==> src/rtl/cfd_pkg.sv <==
// ---------------------------------------------------------------------------
// cfd_pkg
// Types, constants and the CRC-16/CCITT-FALSE byte update for the deframer.
// ---------------------------------------------------------------------------
package cfd_pkg;

   localparam logic [15:0] CRC_INIT  = 16'hFFFF;
   localparam logic [15:0] CRC_POLY  = 16'h1021;
   localparam logic [15:0] CRC_TOP   = 16'h8000;
   localparam logic [8:0]  COUNT_MAX = 9'd260;

   typedef enum logic [2:0] {
      STATUS_OK        = 3'd0,
      STATUS_SHORT     = 3'd1,
      STATUS_BAD_SYNC  = 3'd2,
      STATUS_BAD_LEN   = 3'd3,
      STATUS_BAD_CRC   = 3'd4
   } status_type;

   typedef enum logic {
      KIND_PAYLOAD = 1'b0,
      KIND_VERDICT = 1'b1
   } kind_type;

   typedef struct packed {
      kind_type   kind;
      logic [7:0] payload_byte;
      status_type status;
      logic [7:0] version;
      logic [7:0] command;
      logic [7:0] channel;
      logic [7:0] body_len;
   } result_type;

   typedef struct packed {
      logic load;
      logic ready;
   } stage_ctrl_type;

   function automatic logic [15:0] crc_byte(input logic [15:0] crc, input logic [7:0] b);
      logic [15:0] c;
      c = crc ^ {b, 8'h00};
      for (int k = 0; k < 8; k++) begin
         if ((c & CRC_TOP) != 16'h0000) begin
            c = {c[14:0], 1'b0} ^ CRC_POLY;
         end else begin
            c = {c[14:0], 1'b0};
         end
      end
      return c;
   endfunction

endpackage

==> src/rtl/crc16_frame_deframer.sv <==
// ---------------------------------------------------------------------------
// crc16_frame_deframer
// Length-prefixed frame checker with CRC-16/CCITT-FALSE; forwards payload
// bytes and gives one verdict per buffer.
//
//   channel  dir  payload
//   req_     in   tdata[7:0] data_byte, tlast end_of_buffer
//   rsp_     out  tuser kind, tdata payload/status/header fields
//   csr_     in   csr_wdata sync_value, written when csr_we is high
//
// One byte per cycle sustained while rsp_tready stays high; an accepted byte
// sits in the input register, and its result, if it has one, leaves from the
// result register, where rsp_tvalid marks it.
// Synchronous reset clears frame state and sync_value to zero, CRC to FFFF.
// A stall on rsp_tready holds the result and backs up into req_tready.
// ---------------------------------------------------------------------------
module crc16_frame_deframer import cfd_pkg::*; (
   input  logic        clock,
   input  logic        reset,
   input  logic        csr_we,
   input  logic [7:0]  csr_wdata,
   input  logic        req_tvalid,
   output logic        req_tready,
   input  logic [7:0]  req_tdata,   // [7:0] data_byte
   input  logic        req_tlast,   // end_of_buffer
   output logic        rsp_tvalid,
   input  logic        rsp_tready,
   // [7:0] payload_byte, [10:8] status, [18:11] version, [26:19] command,
   // [34:27] channel, [42:35] body_len, [47:43] zero
   output logic [47:0] rsp_tdata,
   output logic        rsp_tuser    // kind
);

   logic           in_valid_ff, in_valid_in;
   logic [7:0]     in_data_ff;
   logic           in_last_ff;
   logic           advance;
   logic           core_valid;
   result_type     core_result;
   stage_ctrl_type out_ctrl;
   logic           out_valid;
   result_type     out_result;

   assign advance     = in_valid_ff && out_ctrl.ready;
   assign req_tready  = !in_valid_ff || advance;
   assign in_valid_in = req_tready ? req_tvalid : in_valid_ff;

   always_ff @(posedge clock) begin
      if (reset) begin
         in_valid_ff <= 1'b0;
      end else begin
         in_valid_ff <= in_valid_in;
      end
   end

   always_ff @(posedge clock) begin
      if (req_tvalid && req_tready) begin
         in_data_ff <= req_tdata;
         in_last_ff <= req_tlast;
      end
   end

   cfd_core u_core (
      .clock        (clock),
      .reset        (reset),
      .csr_we       (csr_we),
      .csr_wdata    (csr_wdata),
      .step         (advance),
      .data_byte    (in_data_ff),
      .last         (in_last_ff),
      .result_valid (core_valid),
      .result       (core_result)
   );

   cfd_out_stage u_out (
      .clock       (clock),
      .reset       (reset),
      .load_valid  (in_valid_ff && core_valid),
      .load_result (core_result),
      .rsp_tready  (rsp_tready),
      .ctrl        (out_ctrl),
      .out_valid   (out_valid),
      .out_result  (out_result)
   );

   assign rsp_tvalid = out_valid;
   assign rsp_tuser  = out_result.kind;
   assign rsp_tdata  = {5'd0, out_result.body_len, out_result.channel,
                        out_result.command, out_result.version,
                        out_result.status, out_result.payload_byte};

   a_verdict_follows_last: assert property (@(posedge clock) disable iff (reset)
      advance && in_last_ff |=> rsp_tvalid && rsp_tuser)
      else $error("last byte did not yield a verdict");

   a_status_range: assert property (@(posedge clock) disable iff (reset)
      rsp_tvalid && rsp_tuser |-> rsp_tdata[10:8] <= 3'd4)
      else $error("verdict status out of range");

   a_payload_clean: assert property (@(posedge clock) disable iff (reset)
      rsp_tvalid && !rsp_tuser |-> rsp_tdata[47:8] == 40'd0)
      else $error("payload item carries verdict fields");

   a_empty_ready: assert property (@(posedge clock) disable iff (reset)
      !in_valid_ff |-> req_tready)
      else $error("input register empty but not ready");

endmodule

==> src/rtl/cfd_core.sv <==
// ---------------------------------------------------------------------------
// cfd_core
// Frame state, running CRC and result formation for one byte per step.
// ---------------------------------------------------------------------------
module cfd_core import cfd_pkg::*; (
   input  logic       clock,
   input  logic       reset,
   input  logic       csr_we,
   input  logic [7:0] csr_wdata,
   input  logic       step,
   input  logic [7:0] data_byte,
   input  logic       last,
   output logic       result_valid,
   output result_type result
);

   logic [7:0]  sync_value_ff;
   logic [8:0]  count_ff,     count_in;
   logic        sync_seen_ff, sync_seen_in;
   logic [7:0]  length_ff,    length_in;
   logic [15:0] crc_ff,       crc_in;
   logic [7:0]  version_ff,   version_in;
   logic [7:0]  command_ff,   command_in;
   logic [7:0]  channel_ff,   channel_in;
   logic [7:0]  crc_low_ff,   crc_low_in;

   logic [8:0]  crc_end;
   logic [8:0]  len_plus4;
   logic        is_payload;
   status_type  status;

   always_comb begin
      crc_end      = {1'b0, length_ff} + 9'd2;
      sync_seen_in = sync_seen_ff;
      length_in    = length_ff;
      crc_in       = crc_ff;
      version_in   = version_ff;
      command_in   = command_ff;
      channel_in   = channel_ff;
      crc_low_in   = crc_low_ff;
      is_payload   = 1'b0;

      if (count_ff == 9'd0) begin
         sync_seen_in = (data_byte == sync_value_ff);
      end else if (count_ff == 9'd1) begin
         length_in = data_byte;
      end else begin
         if (count_ff < crc_end) begin
            crc_in = crc_byte(crc_ff, data_byte);
         end else if (count_ff == crc_end) begin
            crc_low_in = data_byte;
         end
         if (count_ff == 9'd2) begin
            version_in = data_byte;
         end else if (count_ff == 9'd3) begin
            command_in = data_byte;
         end else if (count_ff == 9'd4) begin
            channel_in = data_byte;
         end else if (count_ff < crc_end) begin
            is_payload = 1'b1;
         end
      end

      count_in  = (count_ff < COUNT_MAX) ? count_ff + 9'd1 : count_ff;
      len_plus4 = {1'b0, length_in} + 9'd4;

      if (count_in < 9'd4) begin
         status = STATUS_SHORT;
      end else if (!sync_seen_in) begin
         status = STATUS_BAD_SYNC;
      end else if (length_in < 8'd3 || count_in != len_plus4) begin
         status = STATUS_BAD_LEN;
      end else if ({data_byte, crc_low_in} != crc_in) begin
         status = STATUS_BAD_CRC;
      end else begin
         status = STATUS_OK;
      end

      result = '0;
      if (last) begin
         result.kind     = KIND_VERDICT;
         result.status   = status;
         result.version  = version_in;
         result.command  = command_in;
         result.channel  = channel_in;
         result.body_len = (status == STATUS_OK) ? length_in - 8'd3 : 8'd0;
      end else begin
         result.kind         = KIND_PAYLOAD;
         result.payload_byte = data_byte;
         result.status       = STATUS_OK;
      end
      result_valid = last || (is_payload && sync_seen_in);
   end

   always_ff @(posedge clock) begin
      if (reset) begin
         sync_value_ff <= 8'd0;
      end else if (csr_we) begin
         sync_value_ff <= csr_wdata;
      end
   end

   always_ff @(posedge clock) begin
      if (reset || (step && last)) begin
         count_ff     <= 9'd0;
         sync_seen_ff <= 1'b0;
         length_ff    <= 8'd0;
         crc_ff       <= CRC_INIT;
         version_ff   <= 8'd0;
         command_ff   <= 8'd0;
         channel_ff   <= 8'd0;
         crc_low_ff   <= 8'd0;
      end else if (step) begin
         count_ff     <= count_in;
         sync_seen_ff <= sync_seen_in;
         length_ff    <= length_in;
         crc_ff       <= crc_in;
         version_ff   <= version_in;
         command_ff   <= command_in;
         channel_ff   <= channel_in;
         crc_low_ff   <= crc_low_in;
      end
   end

endmodule

==> src/rtl/cfd_out_stage.sv <==
// ---------------------------------------------------------------------------
// cfd_out_stage
// Result register holding one item until the downstream side takes it.
// ---------------------------------------------------------------------------
module cfd_out_stage import cfd_pkg::*; (
   input  logic           clock,
   input  logic           reset,
   input  logic           load_valid,
   input  result_type     load_result,
   input  logic           rsp_tready,
   output stage_ctrl_type ctrl,
   output logic           out_valid,
   output result_type     out_result
);

   logic       valid_ff, valid_in;
   result_type result_ff;

   always_comb begin
      ctrl.ready = !valid_ff || rsp_tready;
      ctrl.load  = ctrl.ready && load_valid;
      if (ctrl.ready) begin
         valid_in = load_valid;
      end else begin
         valid_in = valid_ff;
      end
   end

   always_ff @(posedge clock) begin
      if (reset) begin
         valid_ff <= 1'b0;
      end else begin
         valid_ff <= valid_in;
      end
   end

   always_ff @(posedge clock) begin
      if (ctrl.load) begin
         result_ff <= load_result;
      end
   end

   assign out_valid  = valid_ff;
   assign out_result = result_ff;

endmodule

==> config.mk <==
export PLATFORM = sky130hd
export DESIGN_NAME = crc16_frame_deframer
export DESIGN_NICKNAME = d
export VERILOG_FILES = /design/src/rtl/cfd_pkg.sv /design/src/rtl/crc16_frame_deframer.sv /design/src/rtl/cfd_core.sv /design/src/rtl/cfd_out_stage.sv
export SDC_FILE = /design/constraint.sdc
export NUM_CORES = 1
export LEC_CHECK = 0
export ABC_AREA = 1
export BUFFER_PORTS_ARGS = -buffer_cell sky130_fd_sc_hd__buf_2
export CAP_MARGIN = 20
export CORE_MARGIN = 8
export CORE_UTILIZATION = 45
export CTS_BUF_LIST = sky130_fd_sc_hd__clkbuf_4 sky130_fd_sc_hd__clkbuf_8
export DETAILED_ROUTE_END_ITERATION = 10
export PLACE_DENSITY = 0.62
export SLEW_MARGIN = 20
export SYNTH_ARGS = -nofsm -noshare
export SYNTH_HDL_FRONTEND = slang
export SYNTH_SLANG_ARGS = --single-unit
==> constraint.sdc <==
create_clock -name clock -period 5.9 [get_ports clock]
set_input_delay 0.59 -clock clock [delete_from_list [all_inputs] [get_ports clock]]
set_output_delay 0.59 -clock clock [all_outputs]
set_load 0.02 [all_outputs]
==> impl_metrics.json <==
{
  "hold_viol": 0,
  "final_common_cell": "nand2_1",
  "drt-pass1-iter-count": 5,
  "synth_cell_types": 34,
  "worstMarginPinSlew_ps": 1022,
  "peakVddDrop_mv": 0.2148,
  "overflow": 0,
  "numCtsBuffers": 17,
  "portBuffers": 67,
  "synth_cells": 1039,
  "power.density_nw_per_um2": 290.2,
  "grt_pass1_vias": 6060,
  "gp_congestion": 0.8830,
  "min_path_type": "in -> reg",
  "critical_path.top_delay_family": "simple AND/OR/NAND/NOR gates",
  "clock_skew_ps": 11.70,
  "top_usage_layer": "met2",
  "clk-insertion-delay-late_ps": 450,
  "ys_seq_area_share_pct": 41.39,
  "vias": 6587,
  "ant_nets": 0,
  "crit_path_start_kind": "flop",
  "seqCellArea_um2": 3113,
  "die_height_um": 145.3,
  "crit_path_frequent_cell": "nand2_1",
  "power_leakage_uw": 0.004191,
  "die_x_um": 145.3,
  "grt_pass1_wl_um": 31280,
  "cts_tree": "built",
  "syn_to_final_growth_pct": 11.46,
  "timing.slew.headroom_pct": 31.64,
  "end_kind": "flop",
  "fin_setup_tns_ps": 0,
  "cap_violations": 0,
  "cts_max_path_buffers": 2,
  "drive_above_1_share_pct": 13.10,
  "post_cts_resize_count": 0,
  "slew_violations": 0,
  "hpwl_um": 13540,
  "drc": 0,
  "synth-edff-count": 53,
  "crit_type": "reg -> reg",
  "cp_num_buf_inv": 3,
  "grtUsageMet1_pct": 23.30,
  "cp.required_ps": 5970,
  "n_fill_cell": 1638,
  "fin_hold_ws_ps": 311.4,
  "synth_seq_cells": 129,
  "dieArea_um2": 21110,
  "status": "finished clean",
  "max_clock_freq_mhz": 248.2,
  "fin_crit_sh_pct": 68.29,
  "ys_warn_count": 0,
  "cts_hold_buf": 0,
  "setup-violations-final": 0,
  "final_cell_mix": "nand2_1, inv_1, nor2_1",
  "syn_area_per_cell_um2": 7.239,
  "drt-total-wl_um": 19040,
  "synth_area_um2": 7521,
  "postCtsSetupRepairBufs": 0,
  "grt_max_degree": 81,
  "n_antenna_cell": 0,
  "critPathArrivalTime_ps": 4100,
  "cts.sinks": 129,
  "drtIter0Drc": 399,
  "grt_setup_unrepaired": "no",
  "cp_slowest_cell": "nand2_2",
  "cts.clk_slew.worst_paths_ps": 80,
  "core_um2": 16470,
  "async_flop_share_pct": 0,
  "final_nets": 1126,
  "clock-root-buffer": "clkbuf_8",
  "antenna_found_initial": 0,
  "start_util_pct": 45.68,
  "multi_input_area_um2": 3632,
  "r2r_slack_ps": 1870,
  "crit_fanout": 44,
  "use_met3_pct": 4.882,
  "max_stage_delay_ps": 780,
  "min_period_ps": 4029,
  "wl_per_cell_um": 14.43,
  "cts_htree_levels": 4,
  "vias_per_cell": 4.994,
  "grtUsageMet2_pct": 29.32,
  "synth_flop_cell": "dfxtp_1",
  "crit_path_cell_trace": "inv_1, nor3_1, nand3_1, nor2_1, nand2_1, ha_1, nand2_1, inv_1, nand2_1, nand2_1, inv_1, nand3_1, nor2_4, nand3_1, nand2_2",
  "num_io_pins": 73,
  "grt_use_total_pct": 18.23,
  "row_count": 47
}
## metal layers
layer  up-vias  share of wire (%)
met1      2990                 46
met4         0                2.2
met2       158                 46
met5         -                  0
li1       3402                  -
met3        37                5.4
## flip-flops by register name (all words and copies together) (netlist names)
name,count
u_core.sync_seen_ff,1
in_valid_ff,1
u_core.crc_low_ff,8
u_core.count_ff,9
u_core.version_ff,8
u_core.command_ff,8
u_out.out_result,44
u_core.sync_value_ff,8
u_core.length_ff,8
u_out.out_valid,1
u_core.channel_ff,8
u_core.crc_ff,16
in_last_ff,1
in_data_ff,8
## worst register-to-register path, stage by stage, from the launching register on
cell and delay [ps]:
dfxtp_1 390, inv_1 90, nor3_1 270, nand3_1 150
nor2_1 110, nand2_1 60, ha_1 280, nand2_1 100
inv_1 60, nand2_1 60, nand2_1 60, inv_1 70
nand3_1 360, nor2_4 560, nand3_1 210, nand2_2 780
## stage by stage
step	utilization, %	setup slack (ps)	total power (µW)	std cells	instance area (µm²)
floorplan	-	2441	1482	1043	7536
global placement	48.02	1977	1586	1286	7908
detailed placement	48.02	1860	1589	1286	7908
CTS	50.74	1838	2444	1318	8356
global route	50.91	1312	2575	1319	8383
finish	50.91	1871	2433	1319	8383
## kinds of logic after synthesis
logic type,count (synthesis),share of synthesized area (%)
fa+ha+maj,18,2.995
buf+inv,186,10.63
simple gates,508,28.53
flops,129,41.39
other cells,1,0.04986
compound gates,153,11.28
xor+xnor,44,5.124
## synth_stat cells, types with 10 or more instances
cell,count,area share [%]
xor2_1,33,3.8
a21oi_1,61,4.1
edfxtp_1,53,21
ha_1,18,3.0
nor2_1,99,4.9
inv_1,127,6.3
o21ai_0,59,3.9
xnor2_1,11,1.3
o211ai_1,27,2.7
nand2_1,304,15
buf_4,10,1.0
dfxtp_1,76,20
clkbuf_1,25,1.2
nand3_1,58,3.9
## report_power, final
group	total [µW]	internal [µW]	switching (µW)
combinational	551	175	375
sequential	1030	981	46.7
clock	855	490	365
## path summary, 6_finish.rpt
check,end,from,depth (start not counted)
worst max-delay path,u_out.out_result[0],u_core.length_ff[1],15
worst min-delay path,in_valid_ff,reset,2
worst max register to register,u_out.out_result[0],u_core.length_ff[1],15
worst min register to register,u_core.channel_ff[7],u_core.channel_ff[7],2
## layout make-up
type,instances,share of cell area [%]
inverter,137,6.134
multi-input combinational,728,43.33
clock buffer,20,3.209
clock inverter,12,2.134
tap,220,3.284
timing repair buffer,73,4.776
sequential,129,37.13
No activity file was read; power rests on OpenSTA's default activity.
